## src/hdl/msvm_pkg.sv

```systemverilog
// Shared types, constants and command/status structs of the voice mixer.
package msvm_pkg;

	localparam int MAX_SPEAKERS = 6;
	localparam int ACC_WIDTH    = 32;
	localparam int NUM_VOLS     = 6;

	localparam int SPK_W      = $clog2(MAX_SPEAKERS + 1);
	localparam int IDX_W      = $clog2(MAX_SPEAKERS);
	localparam int SAMPLE_W   = 16;
	localparam int VOL_W      = 8;
	localparam int MVOL_W     = 9;
	localparam int SPKCNT_W   = 3;
	localparam int RSIZE_W    = 17;
	localparam int SLOT_W     = 16;
	localparam int OUT_W      = 16;
	localparam int CFG_IDX_W  = 3;
	localparam int CFG_DATA_W = 17;
	localparam int FRAC_SHIFT = 8;
	localparam int OPA_W      = ACC_WIDTH + 1;
	localparam int OPB_W      = MVOL_W + 1;
	localparam int PROD_W     = OPA_W + OPB_W;
	localparam int MOD_CNT_W  = $clog2(SLOT_W);

	typedef enum logic [CFG_IDX_W-1:0] {
		CFG_SPEAKER_COUNT   = 3'd0,
		CFG_OUTPUT_IS_16BIT = 3'd1,
		CFG_MASTER_VOLUME   = 3'd2,
		CFG_RING_SIZE       = 3'd3,
		CFG_RING_START      = 3'd4
	} cfg_reg_t;

	typedef struct packed {
		logic signed [SAMPLE_W-1:0] sample_first;
		logic signed [SAMPLE_W-1:0] sample_second;
		logic                       sample_is_16bit;
		logic                       source_stereo;
		logic [VOL_W-1:0]           vol_0;
		logic [VOL_W-1:0]           vol_1;
		logic [VOL_W-1:0]           vol_2;
		logic [VOL_W-1:0]           vol_3;
		logic [VOL_W-1:0]           vol_4;
		logic [VOL_W-1:0]           vol_5;
		logic                       end_of_frame;
	} in_req_t;

	typedef struct packed {
		logic [OUT_W-1:0]  out_value;
		logic [SLOT_W-1:0] out_slot;
		logic              out_last;
	} out_rsp_t;

	typedef struct packed {
		logic             load_item;
		logic             acc_mul;
		logic             out_mul;
		logic             out_load;
		logic             mod_start;
		logic             mod_step;
		logic             mod_load;
		logic             clear;
		logic [IDX_W-1:0] idx;
	} cmd_t;

	typedef struct packed {
		logic acc_last;
		logic out_last;
		logic eof;
		logic slot_ok;
		logic out_free;
	} sts_t;

endpackage

```

## src/hdl/msvm_datapath.sv

```systemverilog
// Datapath: config registers, accumulators, shared multiplier, slot remainder, output register.
module msvm_datapath import msvm_pkg::*; (
	input  logic                  clk,
	input  logic                  arst_n,
	input  in_req_t               in_data,
	input  logic                  cfg_valid,
	input  logic [CFG_IDX_W-1:0]  cfg_index,
	input  logic [CFG_DATA_W-1:0] cfg_data,
	input  cmd_t                  cmd,
	output sts_t                  sts,
	output logic                  out_valid,
	input  logic                  out_ready,
	output out_rsp_t              out_data
);

	localparam logic signed [PROD_W-1:0] SAT_HI = PROD_W'(32767);
	localparam logic signed [PROD_W-1:0] SAT_LO = PROD_W'(-32768);
	localparam logic [RSIZE_W-1:0] RING_MAX = RSIZE_W'(1 << SLOT_W);

	logic [SPKCNT_W-1:0]        spk_cnt_q;
	logic                       out16_q;
	logic [MVOL_W-1:0]          mvol_q;
	logic [RSIZE_W-1:0]         rsize_q;
	logic [SLOT_W-1:0]          slot_q;
	in_req_t                    item_q;
	logic [ACC_WIDTH-1:0]       acc_q [MAX_SPEAKERS];
	logic signed [PROD_W-1:0]   prod_s1;
	logic [IDX_W-1:0]           idx_s1;
	logic                       add_pend_s1;
	logic [SLOT_W-1:0]          div_q;
	logic [SLOT_W-1:0]          rem_q;
	logic                       out_valid_q;
	out_rsp_t                   out_q;

	logic [SPK_W-1:0]           n_spk;
	logic [SPK_W-1:0]           fan;
	logic [RSIZE_W-1:0]         size;
	logic [VOL_W-1:0]           vols [NUM_VOLS];
	logic [VOL_W-1:0]           vol;
	logic signed [SAMPLE_W-1:0] src;
	logic signed [SAMPLE_W-1:0] s16;
	logic [IDX_W-1:0]           rd_idx;
	logic [ACC_WIDTH-1:0]       acc_rd;
	logic signed [OPA_W-1:0]    op_a;
	logic signed [OPB_W-1:0]    op_b;
	logic signed [PROD_W-1:0]   prod;
	logic signed [PROD_W-1:0]   shifted;
	logic [ACC_WIDTH-1:0]       contrib;
	logic [OUT_W-1:0]           sat;
	logic [OUT_W-1:0]           out_bits;
	logic [RSIZE_W-1:0]         slot_inc;
	logic [SLOT_W-1:0]          slot_nx;
	logic [RSIZE_W-1:0]         mod_t;
	logic [RSIZE_W-1:0]         mod_sub;
	logic [SLOT_W-1:0]          rem_nx;

	always_comb begin
		if (spk_cnt_q == '0) begin
			n_spk = SPK_W'(1);
		end else if (int'(spk_cnt_q) > MAX_SPEAKERS) begin
			n_spk = SPK_W'(MAX_SPEAKERS);
		end else begin
			n_spk = SPK_W'(spk_cnt_q);
		end
		if (item_q.source_stereo) begin
			fan = SPK_W'(2);
		end else if (n_spk == SPK_W'(4) || n_spk == SPK_W'(6)) begin
			fan = n_spk;
		end else begin
			fan = SPK_W'(2);
		end
		if (rsize_q == '0) begin
			size = RSIZE_W'(1);
		end else if (rsize_q > RING_MAX) begin
			size = RING_MAX;
		end else begin
			size = rsize_q;
		end
	end

	assign vols[0] = item_q.vol_0;
	assign vols[1] = item_q.vol_1;
	assign vols[2] = item_q.vol_2;
	assign vols[3] = item_q.vol_3;
	assign vols[4] = item_q.vol_4;
	assign vols[5] = item_q.vol_5;

	always_comb begin
		vol = '0;
		for (int i = 0; i < NUM_VOLS; i++) begin
			if (cmd.idx == IDX_W'(i)) begin
				vol = vols[i];
			end
		end
	end

	assign src = (item_q.source_stereo && cmd.idx == IDX_W'(1)) ?
		item_q.sample_second : item_q.sample_first;
	assign s16 = item_q.sample_is_16bit ? src : {{8{src[7]}}, src[7:0]};

	assign rd_idx = add_pend_s1 ? idx_s1 : cmd.idx;
	assign acc_rd = acc_q[rd_idx];

	always_comb begin
		if (cmd.out_mul) begin
			op_a = {acc_rd[ACC_WIDTH-1], acc_rd};
			op_b = {1'b0, mvol_q};
		end else begin
			op_a = OPA_W'(s16);
			op_b = OPB_W'(vol);
		end
	end

	assign prod    = op_a * op_b;
	assign shifted = prod_s1 >>> FRAC_SHIFT;
	assign contrib = item_q.sample_is_16bit ? shifted[ACC_WIDTH-1:0] : prod_s1[ACC_WIDTH-1:0];

	always_comb begin
		if (shifted > SAT_HI) begin
			sat = 16'h7fff;
		end else if (shifted < SAT_LO) begin
			sat = 16'h8000;
		end else begin
			sat = shifted[OUT_W-1:0];
		end
		out_bits = out16_q ? sat : {8'h00, sat[15:8] ^ 8'h80};
	end

	assign slot_inc = {1'b0, slot_q} + RSIZE_W'(1);
	assign slot_nx  = (slot_inc == size) ? '0 : slot_inc[SLOT_W-1:0];

	assign mod_t   = {rem_q, div_q[SLOT_W-1]};
	assign mod_sub = mod_t - size;
	assign rem_nx  = (mod_t >= size) ? mod_sub[SLOT_W-1:0] : mod_t[SLOT_W-1:0];

	assign sts.acc_last = (SPK_W'(cmd.idx) == fan - SPK_W'(1));
	assign sts.out_last = (SPK_W'(cmd.idx) == n_spk - SPK_W'(1));
	assign sts.eof      = item_q.end_of_frame;
	assign sts.slot_ok  = ({1'b0, slot_q} < size);
	assign sts.out_free = !out_valid_q || out_ready;

	always_ff @(posedge clk or negedge arst_n) begin
		if (!arst_n) begin
			spk_cnt_q <= SPKCNT_W'(2);
			out16_q   <= 1'b1;
			mvol_q    <= MVOL_W'(256);
			rsize_q   <= RSIZE_W'(16384);
			slot_q    <= '0;
		end else if (cfg_valid) begin
			case (cfg_index)
				CFG_SPEAKER_COUNT:   spk_cnt_q <= cfg_data[SPKCNT_W-1:0];
				CFG_OUTPUT_IS_16BIT: out16_q   <= cfg_data[0];
				CFG_MASTER_VOLUME:   mvol_q    <= cfg_data[MVOL_W-1:0];
				CFG_RING_SIZE:       rsize_q   <= cfg_data[RSIZE_W-1:0];
				CFG_RING_START:      slot_q    <= cfg_data[SLOT_W-1:0];
				default: ;
			endcase
		end else if (cmd.mod_load) begin
			slot_q <= rem_q;
		end else if (cmd.out_load) begin
			slot_q <= slot_nx;
		end
	end

	always_ff @(posedge clk or negedge arst_n) begin
		if (!arst_n) begin
			for (int i = 0; i < MAX_SPEAKERS; i++) begin
				acc_q[i] <= '0;
			end
			add_pend_s1 <= 1'b0;
			out_valid_q <= 1'b0;
		end else begin
			add_pend_s1 <= cmd.acc_mul;
			if (cmd.clear) begin
				for (int i = 0; i < MAX_SPEAKERS; i++) begin
					acc_q[i] <= '0;
				end
			end else if (add_pend_s1) begin
				acc_q[idx_s1] <= acc_rd + contrib;
			end
			if (cmd.out_load) begin
				out_valid_q <= 1'b1;
			end else if (out_ready) begin
				out_valid_q <= 1'b0;
			end
		end
	end

	always_ff @(posedge clk) begin
		if (cmd.load_item) begin
			item_q <= in_data;
		end
		if (cmd.acc_mul || cmd.out_mul) begin
			prod_s1 <= prod;
			idx_s1  <= cmd.idx;
		end
		if (cmd.mod_start) begin
			div_q <= slot_q;
			rem_q <= '0;
		end else if (cmd.mod_step) begin
			div_q <= {div_q[SLOT_W-2:0], 1'b0};
			rem_q <= rem_nx;
		end
		if (cmd.out_load) begin
			out_q.out_value <= out_bits;
			out_q.out_slot  <= slot_q;
			out_q.out_last  <= sts.out_last;
		end
	end

	assign out_valid = out_valid_q;
	assign out_data  = out_q;

	a_load_free: assert property (@(posedge clk) disable iff (!arst_n)
		cmd.out_load |-> sts.out_free)
		else $error("output register loaded while occupied");
	a_port_conflict: assert property (@(posedge clk) disable iff (!arst_n)
		add_pend_s1 |-> !cmd.out_mul)
		else $error("accumulator read port claimed twice");
	a_cleared: assert property (@(posedge clk) disable iff (!arst_n)
		cmd.clear |=> acc_q[0] == '0)
		else $error("accumulator not cleared after frame");

endmodule

```

## src/hdl/msvm_ctrl.sv

```systemverilog
// Controller: sequences accumulation, slot reduction and per-speaker output.
module msvm_ctrl import msvm_pkg::*; (
	input  logic clk,
	input  logic arst_n,
	input  logic in_valid,
	output logic in_ready,
	input  sts_t sts,
	output cmd_t cmd
);

	typedef enum logic [6:0] {
		ST_IDLE  = 7'b0000001,
		ST_ACC   = 7'b0000010,
		ST_ADD   = 7'b0000100,
		ST_MOD   = 7'b0001000,
		ST_MODLD = 7'b0010000,
		ST_OMUL  = 7'b0100000,
		ST_OFMT  = 7'b1000000
	} state_t;

	state_t               state_q, state_n;
	logic [IDX_W-1:0]     idx_q, idx_n;
	logic [MOD_CNT_W-1:0] cnt_q, cnt_n;

	assign in_ready = (state_q == ST_IDLE);

	always_comb begin
		state_n = state_q;
		idx_n   = idx_q;
		cnt_n   = cnt_q;
		cmd     = '0;
		cmd.idx = idx_q;
		case (state_q)
			ST_IDLE: begin
				if (in_valid) begin
					cmd.load_item = 1'b1;
					idx_n         = '0;
					state_n       = ST_ACC;
				end
			end
			ST_ACC: begin
				cmd.acc_mul = 1'b1;
				if (sts.acc_last) begin
					state_n = ST_ADD;
				end else begin
					idx_n = idx_q + IDX_W'(1);
				end
			end
			ST_ADD: begin
				idx_n = '0;
				if (!sts.eof) begin
					state_n = ST_IDLE;
				end else if (sts.slot_ok) begin
					state_n = ST_OMUL;
				end else begin
					cmd.mod_start = 1'b1;
					cnt_n         = '0;
					state_n       = ST_MOD;
				end
			end
			ST_MOD: begin
				cmd.mod_step = 1'b1;
				if (cnt_q == MOD_CNT_W'(SLOT_W - 1)) begin
					state_n = ST_MODLD;
				end else begin
					cnt_n = cnt_q + MOD_CNT_W'(1);
				end
			end
			ST_MODLD: begin
				cmd.mod_load = 1'b1;
				idx_n        = '0;
				state_n      = ST_OMUL;
			end
			ST_OMUL: begin
				cmd.out_mul = 1'b1;
				state_n     = ST_OFMT;
			end
			ST_OFMT: begin
				if (sts.out_free) begin
					cmd.out_load = 1'b1;
					if (sts.out_last) begin
						cmd.clear = 1'b1;
						state_n   = ST_IDLE;
					end else begin
						idx_n   = idx_q + IDX_W'(1);
						state_n = ST_OMUL;
					end
				end
			end
			default: begin
				state_n = ST_IDLE;
			end
		endcase
	end

	always_ff @(posedge clk or negedge arst_n) begin
		if (!arst_n) begin
			state_q <= ST_IDLE;
			idx_q   <= '0;
			cnt_q   <= '0;
		end else begin
			state_q <= state_n;
			idx_q   <= idx_n;
			cnt_q   <= cnt_n;
		end
	end

	a_one_mul: assert property (@(posedge clk) disable iff (!arst_n)
		!(cmd.acc_mul && cmd.out_mul))
		else $error("multiplier issued twice");
	a_last_clears: assert property (@(posedge clk) disable iff (!arst_n)
		cmd.out_load && sts.out_last |-> cmd.clear)
		else $error("frame ended without clearing accumulators");
	a_idx_range: assert property (@(posedge clk) disable iff (!arst_n)
		int'(idx_q) < MAX_SPEAKERS)
		else $error("speaker index out of range");

endmodule

```

## src/hdl/multi_speaker_voice_mixer_top.sv

```systemverilog
// Top level of the multi-speaker voice mixer: controller plus datapath.
//
//  channel | handshake             | payload
//  in      | in_valid / in_ready   | in_data    (in_req_t)
//  out     | out_valid / out_ready | out_data   (out_rsp_t)
//  cfg     | cfg_valid / cfg_ready | cfg_index, cfg_data
//
// A request feeds fan = 2, 4 or 6 speakers, one per cycle through the single
// shared multiplier. At end of frame each output speaker gets a multiply and a
// format step; a write slot at or beyond the ring size is first reduced by a
// bit-serial remainder. Output waits on out_ready; the output register lets the
// next request enter while the last sample is pending. Reset restores register
// defaults and clears the accumulators at once. cfg_ready is always high.
module multi_speaker_voice_mixer_top import msvm_pkg::*; (
	input  logic                  clk,
	input  logic                  arst_n,
	input  logic                  in_valid,
	output logic                  in_ready,
	input  in_req_t               in_data,
	output logic                  out_valid,
	input  logic                  out_ready,
	output out_rsp_t              out_data,
	input  logic                  cfg_valid,
	output logic                  cfg_ready,
	input  logic [CFG_IDX_W-1:0]  cfg_index,
	input  logic [CFG_DATA_W-1:0] cfg_data
);

	cmd_t cmd;
	sts_t sts;

	assign cfg_ready = 1'b1;

	msvm_ctrl u_ctrl (
		.clk      (clk),
		.arst_n   (arst_n),
		.in_valid (in_valid),
		.in_ready (in_ready),
		.sts      (sts),
		.cmd      (cmd)
	);

	msvm_datapath u_datapath (
		.clk       (clk),
		.arst_n    (arst_n),
		.in_data   (in_data),
		.cfg_valid (cfg_valid),
		.cfg_index (cfg_index),
		.cfg_data  (cfg_data),
		.cmd       (cmd),
		.sts       (sts),
		.out_valid (out_valid),
		.out_ready (out_ready),
		.out_data  (out_data)
	);

endmodule

```

## config.mk

```make
export PLATFORM = sky130hd
export DESIGN_NAME = multi_speaker_voice_mixer_top
export DESIGN_NICKNAME = d
export VERILOG_FILES = /design/src/hdl/msvm_pkg.sv /design/src/hdl/msvm_datapath.sv /design/src/hdl/msvm_ctrl.sv /design/src/hdl/multi_speaker_voice_mixer_top.sv
export SDC_FILE = /design/constraint.sdc
export NUM_CORES = 2
export LEC_CHECK = 0
export ABC_AREA = 1
export BUFFER_PORTS_ARGS = -buffer_cell sky130_fd_sc_hd__buf_2
export CORE_UTILIZATION = 35
export DETAILED_ROUTE_END_ITERATION = 10
export HOLD_SLACK_MARGIN = 0.1
export MAX_ROUTING_LAYER = met4
export PLACE_DENSITY_LB_ADDON = 0.2
export SYNTH_ARGS = -nofsm -noshare
export SYNTH_HDL_FRONTEND = slang
export SYNTH_SLANG_ARGS = --single-unit
```

## constraint.sdc

```tcl
create_clock -name clk -period 18 [get_ports clk]
set_input_delay 1.8 -clock clk [delete_from_list [all_inputs] [get_ports clk]]
set_output_delay 1.8 -clock clk [all_outputs]
set_load 0.005 [all_outputs]
```

### After elaboration in Yosys (flattened, before gate mapping)

Cells that the tools add are included.

* bits in read-only memories: 0
* RAM bits: 0
* latch bits: 0
* input bits: 108
* register bits: 448
* memories kept: 0
* logic and storage cells: 182
* output and inout port bits: 36

* reductions and logical operators: 25
* add/subtract/negate cells: 7
* bitwise gates (word level): 3
* multiply operators: 1
* multiplexer cells: 70
* eq/ne operators: 32
* order comparisons: 9
* divide/modulo/power cells: 0
* shift operators: 0

Operator list (number)
* $mux 192: 2
* $bwmux 192: 1
* $mux 16: 12
* $mux 32: 4
* $bmux 32 s3: 1
* $demux 32 s3: 1
* $mux 8: 7
* $pmux 7 s7: 1
* $mul 33x10->43: 1
* $gt 35x16->1 const B: 1
* $lt 35x16->1 const B: 1
* $mux 17: 2
* $mux 33: 1
* $add 32x32->32: 1
* $mux 7: 4
* $mux 3: 9
* $mux 6: 3
* $add 16x1->17 const B: 1
* $eq 17x17->1: 1
* $ge 17x17->1: 1
* $gt 17x17->1 const B: 1
* $logic_not 17->1: 1
* $lt 16x17->1: 1
* $mux 1: 16
* 38 further kinds: 73

### Longest topological paths before layout

* depth in word-level cells: 11
* mapped depth: 36
* depth with buffers taken out: 34

### Modules after synthesis

From an unflattened synthesis, not the netlist that was laid out.

* cell total of the unflattened synthesis: 4188
* area, all modules: 33826.2 µm²

By module, submodules not included
* msvm_datapath: area each 32854.0 µm², instances 1, sequential area each 11676.2 µm², cells each 4049
* msvm_ctrl: area each 960.9 µm², instances 1, sequential area each 351.6 µm², cells each 137
* multi_speaker_voice_mixer_top: area each 11.3 µm², instances 1, sequential area each 0.0 µm², cells each 2

### Least setup slack after synthesis

No wires, ideal clock.

* path type: reg2reg
* from: register u_ctrl.idx_q[1]
* to: register u_datapath.prod_s1[40] (data pin)
* path slack: 11483 ps
* cell stages (with the launch flop): 36
* data arrival time: 6259 ps
* clock period less this slack: 6517 ps
* library setup time: 258 ps
* required time: 17742 ps
* path buffers: 1
* path through: dfrtp_1 > inv_1 > ha_1 > clkinv_1 > nor2_4 > nand2_1 > nand3_1 > o21ai_0 > nand2_1 > o211ai_1 > nand3_1 > o211ai_1 > o21ai_1 > buf_2 > nand2_1 > fa_1 > inv_1 > fa_1 > inv_1 > fa_1 > inv_1 > fa_1 > inv_1 > fa_1 > inv_1 > ha_1 > nand2_1 > nor2_1 > inv_1 > nor2_1 > and3_1 > nand3_1 > nand3_1 > nand3_1 > nand2_1 > xor2_1

* word-level cells in the longest chain between the ends: 9
* elaborated cells on any way between the ends: 23
* those cells by class: mul: 1; eq/ne: 5; mux: 14; bitwise: 1; reduce/logical: 2

RTL lines
* start, declared: line msvm_ctrl.sv:22 `logic [IDX_W-1:0] idx_q, idx_n;`
* start signal, assigned: line msvm_ctrl.sv:103 `idx_q <= idx_n;`
* $logic_not 3->1: line msvm_datapath.sv:91 `if (cmd.idx == IDX_W'(i)) begin`
* $mux 8 (6 in a row): line msvm_datapath.sv:91
* $mux 9: line msvm_datapath.sv:105 `if (cmd.out_mul) begin`
* $mul 33x10->43 *: line msvm_datapath.sv:114 `assign prod = op_a * op_b;`
* net u_datapath.prod[40]: line msvm_datapath.sv:46 `logic signed [PROD_W-1:0] prod;`
* end signal, assigned: line msvm_datapath.sv:194 `prod_s1 <= prod;`
* end, declared: line msvm_datapath.sv:27 `logic signed [PROD_W-1:0] prod_s1;`

Mark *: on every way through the listed nets, which the timed path passes. The rest lies on a longest branch. The select of a mux whose other input is x is not followed.
A chain may end at the register's enable or synchronous reset.

### Worst setup path in the final report

Same ends and word-level chain as after synthesis.

==> impl_metrics.toml <==
[run_status]
status = "completed"

[routing]
drtAntennaViolNets = 0
drc = 0
wl_per_cell_um = 19.9
wl_mm = 109
dr_total_vias = 28100
viasPerCell = 5.13
dr.pass1.iters = 6
drt_iter0_drc = 1989

[clock_network]
cts_max_path_buffers = 3
postCtsSetupBuffers = 0
cts_tree = "done"
cts_buffers = 54
path_clk_slew_ns = 0.06
holdBufCountCts = 0
cts_root_buf = "clkbuf_16"
htreeDepth = 2
clk_latency_ns = 0.64
cts_sinks = 448
post_cts_resized = 0

[sta]
hold_viol_final = 0
skew_ns = 0.0356
finalCritPeriodShare = 0.469
worst_slew_pin_slew_ns = 1.21
relSlewSlack = 0.184
min_period_ns = 8.45
fmax_mhz = 118
setup_tns_ns = 0
slew_viol_final = 0
rsz0062_at_grt = "no"
setup_viol = 0

[global_route]
grt_remaining_overflow = 0
grt_max_degree = 116
grt_pass1_wl_mm = 170
grtUsageTotal = 0.231
antenna_found_initial = 2
grt_pass1_vias = 28300

[cells_and_area]
layout_common_cells = "985 x nand2_1, 562 x inv_1, 361 x a21oi_1"
finish.net_count = 4678
final_common_cell = "nand2_1"
fin_util = 0.393
regArea_mm2 = 0.0120
fillers = 9805
multi_input_area_mm2 = 0.0188
area_growth_pct = 11.2
layout-drive-gt1-share = 0.0772

[floorplanning]
die_w_um = 312
dieArea_mm2 = 0.0974
core_mm2 = 0.0952
die_y_um = 312
row_count = 113
initial_utilization = 0.354
io-pin-count = 144

[synthesis]
synth_seq_cells = 448
synth_cells = 4078
syn-num-nets = 4589
synth-edff-count = 178
postSynthAreaPerCell_um2 = 8.25
synth_top_area_cell = "dfrtp_1"
synth_top_area_share = 0.185
syn_area_mm2 = 0.0337
async_flop_share = 0.567
synthTopCellsByArea = "dfrtp_1 19%, edfxtp_1 16%, fa_1 14%"
synthFlopType = "dfrtp_1"
ys_warn_count = 0
yosysSeqAreaShare = 0.357
synth_cell_types = 59

[critical_path]
cp_common_cell = "inv_1"
rr_worst_depth = 34
worstPathArrival_ns = 8.81
worstPathMaxFanout = 17
crit_slowest_cell = "fa_1"
slowest_delay_ns = 0.76
critPathKind = "register to register"
critPathCaptureType = "register"
crit_required_ns = 18.36
cp-start-kind = "register"
regToRegSetupSlack_ns = 9.55

[hold_path]
hold_depth = 2
hold_path_class = "register to register"

[placed_design]
hpwl_mm = 83.8
gp_congestion = 0.941
io_buffers = 142

[flow_run]
max_cap_violations = 0
-- critical path, delay by kind of cell (launching register included) --
kind | cells | cell delay, ns
simple gates | 15 | 2.49
fa+ha+maj | 7 | 3.38
buf+inv | 10 | 1.50
flops | 1 | 0.50
xor+xnor | 1 | 0.06
compound gates | 1 | 0.20
-- metrics by stage --
step,std cells,cell area (um^2),hold slack [ns],setup WS (ns)
floorplan,4078,33700,0.426,11.48
global placement,5376,35600,0.457,9.59
detailed placement,5376,35600,0.461,9.54
CTS,5476,37400,0.477,9.53
global route,5477,37400,0.494,8.95
finish,5477,37400,0.474,9.55
-- synth_stat cells (all sizes together), types with 4 or more instances --
library cell and n:
nand2 996, a21oi 361, a31oi 18, xor2 59
nor3 27, nor4 13, a22o 7, clkinv 4
buf 73, or2 6, o21bai 13, o21ai 363
dfxtp 16, a21o 11, o211ai 18, nand3 183
dfrtp 249, nand3b 12, fa 239, dfstp 5
xnor2 32, nand4 18, nor2 252, clkbuf 75
o22ai 66, inv 574, a22oi 7, ha 164
edfxtp 178, o221ai 9, o21a 7
-- flip-flops by register name, summed over array words and instances (netlist names) --
name	cells
u_ctrl.cnt_q	4
u_datapath.acc_q	192
u_datapath.out_data	33
u_datapath.rsize_q	17
u_ctrl.idx_q	3
u_datapath.add_pend_s1	1
u_datapath.prod_s1	43
u_datapath.out_valid	1
u_datapath.idx_s1	3
u_datapath.rem_q	16
u_datapath.item_q	82
u_datapath.slot_q	16
u_ctrl.state_q	7
u_datapath.div_q	16
u_datapath.spk_cnt_q	3
u_datapath.mvol_q	9
u_datapath.out16_q	1
u_datapath.sts	1
-- layer usage --
| layer | track usage | part of all wire | wire, um | up-vias |
|---|---|---|---|---|
| li1 | - | - | - | 13500 |
| met1 | 0.316 | 0.47 | 50900 | 13800 |
| met2 | 0.371 | 0.47 | 51400 | 642 |
| met3 | 0.0226 | 0.041 | 4510 | 122 |
| met4 | 0.0504 | 0.020 | 2140 | 0 |
| met5 | - | 0 | 0 | - |
-- area by class of cell --
cell class                 instances  share of cell area
inverter                         578              0.0580
clock buffer                      79              0.0413
sequential                       448               0.321
antenna                            1           0.0000668
multi-input combinational       2904               0.503
clock inverter                    21             0.00652
timing repair buffer             181              0.0271
tap                             1265              0.0423
-- final timing paths --
kind / from / end
max in group asynchronous: arst_n / u_datapath.acc_q[45]
min in group asynchronous: arst_n / u_datapath.acc_q[98]
min reg2reg: u_datapath.acc_q[54] / u_datapath.acc_q[54]
max: u_ctrl.idx_q[1] / u_datapath.prod_s1[40]
max reg2reg: u_ctrl.idx_q[1] / u_datapath.prod_s1[40]
min: u_datapath.acc_q[54] / u_datapath.acc_q[54]
-- cell families (layout without fill, tap and decap cells) --
kind of cell | after synthesis | in the layout | share of synthesized area
xor+xnor | 91 | 91 | 0.0237
simple gates | 1512 | 1512 | 0.183
flops | 448 | 448 | 0.357
other cells | 1 | 2 | 0.000111
buf+inv | 726 | 859 | 0.0843
fa+ha+maj | 403 | 403 | 0.203
compound gates | 894 | 894 | 0.147
mux | 3 | 3 | 0.000892
Power is not shown: default switching activity piles up to over one toggle a cycle in this logic, so the estimate is an artifact.
